[config.mk]
export PLATFORM = sky130hd
export DESIGN_NAME = primitive_index_generator
export DESIGN_NICKNAME = d
export VERILOG_FILES = /design/src/rtl/pig_pkg.sv /design/src/rtl/pig_apb_regs.sv /design/src/rtl/pig_index_calc.sv /design/src/rtl/primitive_index_generator.sv
export SDC_FILE = /design/constraint.sdc
export NUM_CORES = 1
export LEC_CHECK = 0
export ABC_AREA = 1
export BUFFER_PORTS_ARGS = -buffer_cell sky130_fd_sc_hd__buf_2
export CORE_MARGIN = 10
export CORE_UTILIZATION = 49
export DETAILED_ROUTE_END_ITERATION = 8
export PLACE_DENSITY = 0.67
export SYNTH_ARGS = -nofsm -noshare
export SYNTH_HDL_FRONTEND = slang
export SYNTH_HIERARCHICAL = 1
export SYNTH_SLANG_ARGS = --single-unit
[constraint.sdc]
create_clock -name aclk -period 7.75 [get_ports aclk]
set_clock_uncertainty 0.15 [all_clocks]
set_input_delay 0 -clock aclk [delete_from_list [all_inputs] [get_ports aclk]]
set_output_delay 0 -clock aclk [all_outputs]
set_load 0.02 [all_outputs]
[src/rtl/pig_pkg.sv]
package pig_pkg;

    // index arithmetic width, fixed by the state and field definitions
    localparam int IDX_W  = 32;
    localparam int ADDR_W = 4;
    localparam int DATA_W = 32;

    typedef enum logic [2:0] {
        TOPO_LIST       = 3'd0,
        TOPO_TRI_STRIP  = 3'd1,
        TOPO_LINE_STRIP = 3'd2,
        TOPO_FAN        = 3'd3,
        TOPO_STRIP_LIST = 3'd4
    } topo_mode_t;

    // register indexes (byte address / 4)
    localparam logic [1:0] REG_MODE   = 2'd0;
    localparam logic [1:0] REG_STRIDE = 2'd1;
    localparam logic [1:0] REG_WIDE   = 2'd2;

    localparam logic [2:0] RST_MODE   = 3'd0;
    localparam logic [7:0] RST_STRIDE = 8'd4;
    localparam logic       RST_WIDE   = 1'b1;

    typedef struct packed {
        logic [2:0] mode;
        logic [7:0] stride;
        logic       wide;
    } cfg_t;

endpackage

[src/rtl/pig_apb_regs.sv]
module pig_apb_regs (
    input  logic                        aclk,
    input  logic                        aresetn,
    input  logic                        psel,
    input  logic                        penable,
    input  logic                        pwrite,
    input  logic [pig_pkg::ADDR_W-1:0]  paddr,
    input  logic [pig_pkg::DATA_W-1:0]  pwdata,
    output logic [pig_pkg::DATA_W-1:0]  prdata,
    output logic                        pready,
    output pig_pkg::cfg_t               cfg
);
    import pig_pkg::*;

    cfg_t       cfg_reg;
    logic       wr_en;
    logic [1:0] reg_idx;

    assign pready  = 1'b1;
    assign reg_idx = paddr[3:2];
    assign wr_en   = psel & penable & pwrite & pready;

    always_ff @(posedge aclk) begin
        if (!aresetn) begin
            cfg_reg.mode   <= RST_MODE;
            cfg_reg.stride <= RST_STRIDE;
            cfg_reg.wide   <= RST_WIDE;
        end else if (wr_en) begin
            case (reg_idx)
                REG_MODE:   cfg_reg.mode   <= pwdata[2:0];
                REG_STRIDE: cfg_reg.stride <= pwdata[7:0];
                REG_WIDE:   cfg_reg.wide   <= pwdata[0];
                default: ;
            endcase
        end
    end

    always_comb begin
        case (reg_idx)
            REG_MODE:   prdata = {29'd0, cfg_reg.mode};
            REG_STRIDE: prdata = {24'd0, cfg_reg.stride};
            REG_WIDE:   prdata = {31'd0, cfg_reg.wide};
            default:    prdata = '0;
        endcase
    end

    assign cfg = cfg_reg;

endmodule

[src/rtl/pig_index_calc.sv]
module pig_index_calc #(
    parameter int INDEX_BITS = 32
) (
    input  logic                       aclk,
    input  logic                       aresetn,
    input  logic                       step,
    input  logic [pig_pkg::IDX_W-1:0]  start_index,
    input  logic                       new_sequence,
    input  pig_pkg::cfg_t              cfg,
    output logic [INDEX_BITS-1:0]      vertex_index
);
    import pig_pkg::*;

    // step count plus tracked values: c mod 3, c - 2*(c/3), phase, line position, strip base
    logic [IDX_W-1:0] count_reg, count_next;
    logic [1:0]       mod3_reg, mod3_next;
    logic [IDX_W-1:0] offset_reg, offset_next;
    logic [2:0]       phase_reg, phase_next;
    logic [IDX_W-1:0] line_pos_reg, line_pos_next;
    logic [IDX_W-1:0] base_reg, base_next;

    logic [IDX_W-1:0] c, off, line_pos, base, c_inc, adj, result;
    logic [IDX_W-1:0] stride_m2, per_strip;
    logic [1:0]       m3;
    logic [2:0]       ph, ph_inc;
    logic [INDEX_BITS-1:0] mask;

    // a new sequence clears the state before this index is formed
    always_comb begin
        c        = new_sequence ? '0 : count_reg;
        m3       = new_sequence ? '0 : mod3_reg;
        off      = new_sequence ? '0 : offset_reg;
        ph       = new_sequence ? '0 : phase_reg;
        line_pos = new_sequence ? '0 : line_pos_reg;
        base     = new_sequence ? '0 : base_reg;
    end

    assign c_inc     = c + 32'd1;
    assign stride_m2 = {24'd0, cfg.stride} - 32'd2;
    assign per_strip = stride_m2 + {stride_m2[IDX_W-2:0], 1'b0};

    always_comb begin
        case (ph)
            3'd4:    adj = 32'd1;
            3'd5:    adj = '1;
            default: adj = '0;
        endcase
        ph_inc = (ph >= 3'd5) ? 3'd0 : ph + 3'd1;
    end

    always_comb begin
        count_next    = c_inc;
        line_pos_next = line_pos;
        base_next     = base;
        phase_next    = ph;
        // counter wrap restarts the mod-3 tracking, since 2^32 is not a multiple of 3
        if (c_inc == '0) begin
            mod3_next   = '0;
            offset_next = '0;
        end else if (m3 == 2'd2) begin
            mod3_next   = '0;
            offset_next = off - 32'd1;
        end else begin
            mod3_next   = m3 + 2'd1;
            offset_next = off + 32'd1;
        end
        case (cfg.mode)
            TOPO_TRI_STRIP: begin
                result     = start_index + off + adj;
                phase_next = ph_inc;
            end
            TOPO_LINE_STRIP: begin
                result = start_index + line_pos;
                if (!c[0]) begin
                    line_pos_next = line_pos + 32'd1;
                end
            end
            TOPO_FAN: begin
                result = (m3 == 2'd0) ? start_index : start_index + off;
            end
            TOPO_STRIP_LIST: begin
                result     = start_index + base + off + adj;
                phase_next = ph_inc;
                if (c_inc == per_strip) begin
                    base_next   = base + {24'd0, cfg.stride};
                    count_next  = '0;
                    mod3_next   = '0;
                    offset_next = '0;
                    phase_next  = '0;
                end
            end
            default: begin
                result = start_index + c;
            end
        endcase
    end

    always_ff @(posedge aclk) begin
        if (!aresetn) begin
            count_reg    <= '0;
            mod3_reg     <= '0;
            offset_reg   <= '0;
            phase_reg    <= '0;
            line_pos_reg <= '0;
            base_reg     <= '0;
        end else if (step) begin
            count_reg    <= count_next;
            mod3_reg     <= mod3_next;
            offset_reg   <= offset_next;
            phase_reg    <= phase_next;
            line_pos_reg <= line_pos_next;
            base_reg     <= base_next;
        end
    end

    assign mask         = cfg.wide ? '1 : INDEX_BITS'(32'h0000_FFFF);
    assign vertex_index = result[INDEX_BITS-1:0] & mask;

endmodule

[src/rtl/primitive_index_generator.sv]
// channel   | dir | payload                                   | handshake
// s_ (req)  | in  | tdata: start_index; tuser: new_sequence   | tvalid/tready
// m_ (idx)  | out | tdata: vertex_index                       | tvalid/tready
// apb cfg   | in  | topology_mode, vertex_stride, wide_indices| psel/penable
//
// one index per clock sustained while m_tready stays high; an s_ transfer reaches m_tvalid
// through the input register, then the index adders and the result register
// aresetn synchronous: clears counters, phase, line position, base, config and valid flags
// an m_ stall holds the result; the input register still takes one more item while it is empty
module primitive_index_generator #(
    parameter int INDEX_BITS = 32
) (
    input  logic                        aclk,
    input  logic                        aresetn,
    input  logic                        s_tvalid,
    output logic                        s_tready,
    input  logic [31:0]                 s_tdata,   // [31:0] start_index
    input  logic [0:0]                  s_tuser,   // [0] new_sequence
    output logic                        m_tvalid,
    input  logic                        m_tready,
    output logic [31:0]                 m_tdata,   // [31:0] vertex_index
    input  logic                        psel,
    input  logic                        penable,
    input  logic                        pwrite,
    input  logic [pig_pkg::ADDR_W-1:0]  paddr,
    input  logic [pig_pkg::DATA_W-1:0]  pwdata,
    output logic [pig_pkg::DATA_W-1:0]  prdata,
    output logic                        pready
);
    import pig_pkg::*;

    cfg_t cfg;

    logic                  in_valid_reg;
    logic [IDX_W-1:0]      in_start_reg;
    logic                  in_newseq_reg;
    logic                  out_valid_reg;
    logic [INDEX_BITS-1:0] out_index_reg;
    logic [INDEX_BITS-1:0] calc_index;
    logic                  advance;
    logic                  step;

    assign advance  = !out_valid_reg || m_tready;
    assign step     = in_valid_reg && advance;
    assign s_tready = !in_valid_reg || advance;

    pig_apb_regs u_regs (
        .aclk    (aclk),
        .aresetn (aresetn),
        .psel    (psel),
        .penable (penable),
        .pwrite  (pwrite),
        .paddr   (paddr),
        .pwdata  (pwdata),
        .prdata  (prdata),
        .pready  (pready),
        .cfg     (cfg)
    );

    pig_index_calc #(
        .INDEX_BITS (INDEX_BITS)
    ) u_calc (
        .aclk         (aclk),
        .aresetn      (aresetn),
        .step         (step),
        .start_index  (in_start_reg),
        .new_sequence (in_newseq_reg),
        .cfg          (cfg),
        .vertex_index (calc_index)
    );

    always_ff @(posedge aclk) begin
        if (!aresetn) begin
            in_valid_reg <= 1'b0;
        end else if (s_tready) begin
            in_valid_reg <= s_tvalid;
        end
    end

    always_ff @(posedge aclk) begin
        if (s_tvalid && s_tready) begin
            in_start_reg  <= s_tdata;
            in_newseq_reg <= s_tuser[0];
        end
    end

    always_ff @(posedge aclk) begin
        if (!aresetn) begin
            out_valid_reg <= 1'b0;
        end else if (advance) begin
            out_valid_reg <= in_valid_reg;
        end
    end

    always_ff @(posedge aclk) begin
        if (step) begin
            out_index_reg <= calc_index;
        end
    end

    assign m_tvalid = out_valid_reg;
    assign m_tdata  = 32'(out_index_reg);

endmodule

==> results of run 1 <==
-- layout by cell type, fill, tap and decap left out, types with 23 or more instances in the layout --
cell / count
nand2_1: 971
nor2_1: 574
inv_1: 502
a21oi_1: 380
nand3_1: 275
o21ai_0: 211
ha_1: 157
dfxtp_1: 147
dlygate4sd3_1: 99
buf_2: 91
nand4_1: 86
xor2_1: 69
edfxtp_1: 65
nor3_1: 55
fa_1: 49
xnor2_1: 39
clkbuf_16: 27
conb_1: 25
buf_4: 24
a21o_1: 24
o21a_1: 23
nand3b_1: 23
-- worst reg2reg max path: cells and delay by family (launching register included) --
kind / cells / cell delay [ns]
simple gates: 13 / 1.51
buf+inv: 4 / 1.23
fa+ha+maj: 4 / 1.21
compound gates: 4 / 0.89
flops: 1 / 0.45
-- through the flow --
stage	area, µm²	util, %	cells
global route	27200	55.4	4811
detailed placement	25300	51.5	4663
CTS	27200	55.4	4811
finish	27200	55.4	4811
global placement	25300	51.5	4663
floorplan	24400	-	4012
-- final cells by class --
class / count / area [µm²]
multi-input combinational: 3153 / 17000
timing repair buffer: 215 / 1650
fill: 5153 / 21900
clock inverter: 21 / 200
clock buffer: 28 / 679
inverter: 518 / 1950
tap: 664 / 831
sequential: 212 / 4890
-- power groups by stage --
stage	Sequential, mW	Combinational, mW	Clock (mW)
floorplan	1.23	0.328	0
global placement	1.23	0.470	0
detailed placement	1.23	0.472	0
CTS	1.21	0.507	1.30
global route	1.21	0.571	1.35
finish	1.21	0.519	1.28
-- final timing paths --
path | from | end | slack (ns) | cells past startpoint
max | in_newseq_reg | m_tdata[29] | 2.08 | 25
min | s_tdata[5] | in_start_reg[5] | 0.02 | 2
max reg2reg | in_newseq_reg | m_tdata[29] | 2.08 | 25
min reg2reg | u_calc/offset_reg[28] | u_calc/offset_reg[28] | 0.31 | 2
-- cell families after synthesis --
logic type / synth area share (%)
and+or+nand+nor: 36.4
buffers and inverters: 10.7
AOI/OAI and AO/OA: 16.8
other: 0.0309
adders and majority gates: 12.1
xor gates and xnor gates: 3.89
DFF: 20.1
-- what timing repair did --
action,in CTS,in global routing
setup endpoints to repair,0,0
hold buffers,99,0
resized for setup,0,0
hold endpoints to repair,114,0
-- per-layer routing --
| metal | share of wire [%] | vias up |
|---|---|---|
| li1 | - | 13366 |
| met1 | 41 | 12292 |
| met2 | 47 | 1094 |
| met3 | 7.3 | 195 |
| met4 | 4.0 | 0 |
| met5 | 0 | - |
==> out/results.txt, run 1 <==
Critical Path AT: 5.83 ns
cell area after synthesis: 24300 µm²
Yosys reg bits: 212
overflow left after global routing: 0
Iteration-0 DRC Markers: 2332
setup TNS: 0 ns
RePlAce Congestion: 0.988
Initial Util: 49.6%
grt met2 use: 50.7%
# rows: 81
CTS tree: yes
Worst-Margin Slew: 1.13 ns
M3 GR Usage: 3.25%
clk buf depth: 3
number of flops mapped to enable cells by yosys: 65
Die X-Extent: 243 µm
hold slack: 0.0160 ns
Routed WL: 90900 µm
Final min period: 5.67 ns
switch share: 30.1%
count of cell types in the netlist: 62
Final WS setup: 2.08 ns
Total GRT Usage: 29.5%
top post-synthesis cells by area: nand2_1, dfxtp_1, nor2_1
vias per std cell: 5.60
sequential-to-total area share from yosys stat: 20.1%
Clock Latency Late Sink: 0.57 ns
Setup WS pre-CTS: 2.13 ns
area grow syn2layout: 11.6%
post-CTS setup buffers: 0
power share of the combinational group: 17.3%
WS Path Type: reg -> reg
worst-path fanout max: 97
Crit path buffers/inverters: 4
critical path's slowest cell: inv_1
Ports: 143
status: finished clean
Final Hold Fails: 0
clock root cell: clkbuf_16
first-pass GRT wire length: 139000 µm
H-tree Lvls: 1
Avg Inst Size Synth: 6.10 µm²
Post-DRT Antenna Nets: 0
most frequent cell after synthesis: nand2_1
via count: 26947
top-area cell type share of the netlist area: 15.0%
Remaining DRCs: 0
Die Ht: 243 µm
drt pass-1 iters: 7
port bufs: 91
Final setup viols: 0
slowest stage delay, CP: 0.62 ns
Pleak: 12.5 nW
antenna cells: 0
Flop pwr share: 40.2%
largest area contributor in the netlist: nand2_1
Post-synth top cells: nand2_1, nor2_1, inv_1
initial antenna violation count: 0
Routed WL per cell: 18.9 µm
max-cap violation count: 0
TritonCTS Sinks: 212
CP Data Required Time: 7.91 ns
power density over the cells: 111 nW/µm²
worst hold path type: in -> reg
Critical Path Sink Type: register
Ys Warns: 6
RSZ-0062 raised after global routing: no
top_reg_cell synth: dfxtp_1
M1 GR Usage: 37.2%
Internal Power: 2.10 mW
Async SR Flop Fraction: 0%
most frequent CP cell: nand2_1
fin nets: 4409
fin crit share: 73.1%
worst-case vdd ir drop: 157 µV
CTS buffer count: 27
Pwr Total: 3.00 mW
Clock transition at path regs: 0.06 ns
share of cells above drive strength 1: 5.74%
Final HPWL DP: 71100 µm
Die ar.: 59000 µm²
clock network fraction of total power: 42.6%
CP Launch Type: register
total core area: 49100 µm²
grt peak-use layer: met2
Final Slew Violations: 0
largest net degree at the start of global routing: 98
Max Freq: 0.176 GHz
relative slew slack: 24.6%
Top Family by Delay on Critical Path: simple AND/OR/NAND/NOR gates
NetSw: 0.903 mW
vias in the first global route: 25421
Post-Syn Instances: 3989
Note: power is estimated with default switching activity, not from simulation.
==> run 2: changes to the inputs <==
clock period = 4.8 ns   (was 7.75 ns; I/O delays follow)
==> run 2 against run 1 <==
Non-clock buffer count is 108 higher; setup slack worse by 1.9 ns; global-route usage increased by 0.19 points; worst hold slack gained 0.016 ns; final area grew 5.8%; sequential cell count did not move; final cell count is 2.4% higher.
==> out/results.txt, run 2 (synthesis results as in run 1) <==
Clock Latency Late Sink: 0.59 ns
slowest stage delay, CP: 0.48 ns
largest net degree at the start of global routing: 106
total core area: 49100 µm²
Initial Util: 49.6%
Max Freq: 0.218 GHz
Internal Power: 3.65 mW
vias per std cell: 5.64
drt pass-1 iters: 9
setup TNS: 0 ns
Setup WS pre-CTS: 0.146 ns
TritonCTS Sinks: 212
Routed WL per cell: 18.8 µm
Iteration-0 DRC Markers: 2965
Flop pwr share: 36.9%
worst-path fanout max: 18
RSZ-0062 raised after global routing: yes
share of cells above drive strength 1: 10.3%
Pwr Total: 5.25 mW
commonest non-fill, non-tap cell in the layout: nand2_1
Routed WL: 92700 µm
CTS buffer count: 29
fin util: 58.6%
worst-case vdd ir drop: 339 µV
Inst Count DP: 4756
Final setup viols: 0
CP Launch Type: register
most frequent cells in the layout: nand2_1, nor2_1, inv_1, a21oi_1, nand3_1
Post-DRT Antenna Nets: 0
relative slew slack: 30.4%
port bufs: 91
Die Ht: 243 µm
fin nets: 4519
Critical Path AT: 4.78 ns
clk buf depth: 3
worst hold path type: in -> reg
power density over the cells: 183 nW/µm²
max-cap violation count: 0
Final Slew Violations: 0
power share of the combinational group: 17.2%
Die X-Extent: 243 µm
Critical Path Sink Type: register
Clock transition at path regs: 0.06 ns
# rows: 81
overflow left after global routing: 0
RePlAce Congestion: 1.02
most frequent CP cell: nand2_1
FF-to-FF path depth: 25
H-tree Lvls: 1
Final min period: 4.59 ns
via count: 27759
Pleak: 13.2 nW
critical path's slowest cell: edfxtp_1
CTS tree: yes
Final HPWL DP: 71300 µm
WHS Path Cells: 2
switch share: 30.5%
Final WS setup: 0.207 ns
clock root cell: clkbuf_16
vias in the first global route: 25798
Worst-Margin Slew: 1.04 ns
Die ar.: 59000 µm²
NetSw: 1.60 mW
clock network fraction of total power: 45.9%
fin crit share: 95.7%
WS Path Type: reg -> reg
fin cells: 4925
first-pass GRT wire length: 141000 µm
initial antenna violation count: 2
Ports: 143
CP Data Required Time: 4.99 ns
Final Hold Fails: 0
status: finished clean
Total GRT Usage: 29.7%
area grow syn2layout: 18.0%
Remaining DRCs: 0
## run 2: cell count changes in the layout (fill, tap and decap cells not counted), moves of 14 or more
cell,previous run,this run
nor2_1,574,552
nor2_2,15,29
o21ai_0,211,179
buf_4,24,114
nand2_1,971,956
ha_4,0,15
nand2_2,3,18
ha_1,157,140
o21ai_1,10,36
## run 2: metrics by stage
step,hold WS [ns],instance area (µm²)
6_report,0.0322,28700
5_1_grt,0.0381,28700
4_1_cts,0.0178,28400
3_5_place_dp,0.0283,26200
3_3_place_gp,0.0275,26200
2_1_floorplan,-0.0511,24700
## run 2: final cells by class
cell class | count | area (µm²)
multi-input cells | 3153 | 17500
clock inverters | 19 | 256
flip-flops and latches | 212 | 4890
inverters | 518 | 1950
clock buffers | 35 | 790
well taps | 664 | 831
repair buffers | 323 | 2540
fillers | 4981 | 20300
diodes | 1 | 2.50
## run 2: metal layers
| layer | wire length [µm] | track usage [%] | vias to the layer above |
|---|---|---|---|
| met1 | 37700 | 37.7 | 12617 |
| met3 | 7770 | 3.58 | 246 |
| met5 | 0 | 0 | - |
| met2 | 42700 | 49.7 | 1294 |
| met4 | 4580 | 13.2 | 0 |
| li1 | - | - | 13602 |
## run 2: worst max-delay path, delay by kind of cell, from the launching register on
family | cells | cell delay (ns)
simple gates | 12 | 1.19
fa+ha+maj | 4 | 1.10
buf+inv | 5 | 0.83
compound gates | 4 | 0.57
flops | 1 | 0.48
## run 2: final timing paths
kind                    startpoint                     to  slack [ns]
max                  in_newseq_reg            m_tdata[29]        0.21
max reg2reg          in_newseq_reg            m_tdata[29]        0.21
min reg2reg  u_calc/offset_reg[18]  u_calc/offset_reg[18]        0.32
min                    s_tdata[15]       in_start_reg[15]        0.03
## run 2: repair_timing
action,in CTS,in global routing
hold endpoints to repair,117,0
gates resized for setup,0,84
hold buffers,111,0
setup endpoints to repair,0,22
buffers inserted,0,2
## run 2: power groups by stage
stage	Clock [mW]	Sequential (mW)	Combinational (mW)
floorplan	0	1.98	0.551
global placement	0	1.98	0.790
detailed placement	0	1.98	0.792
CTS	2.43	1.94	0.856
global route	2.50	1.94	0.984
finish	2.41	1.94	0.903
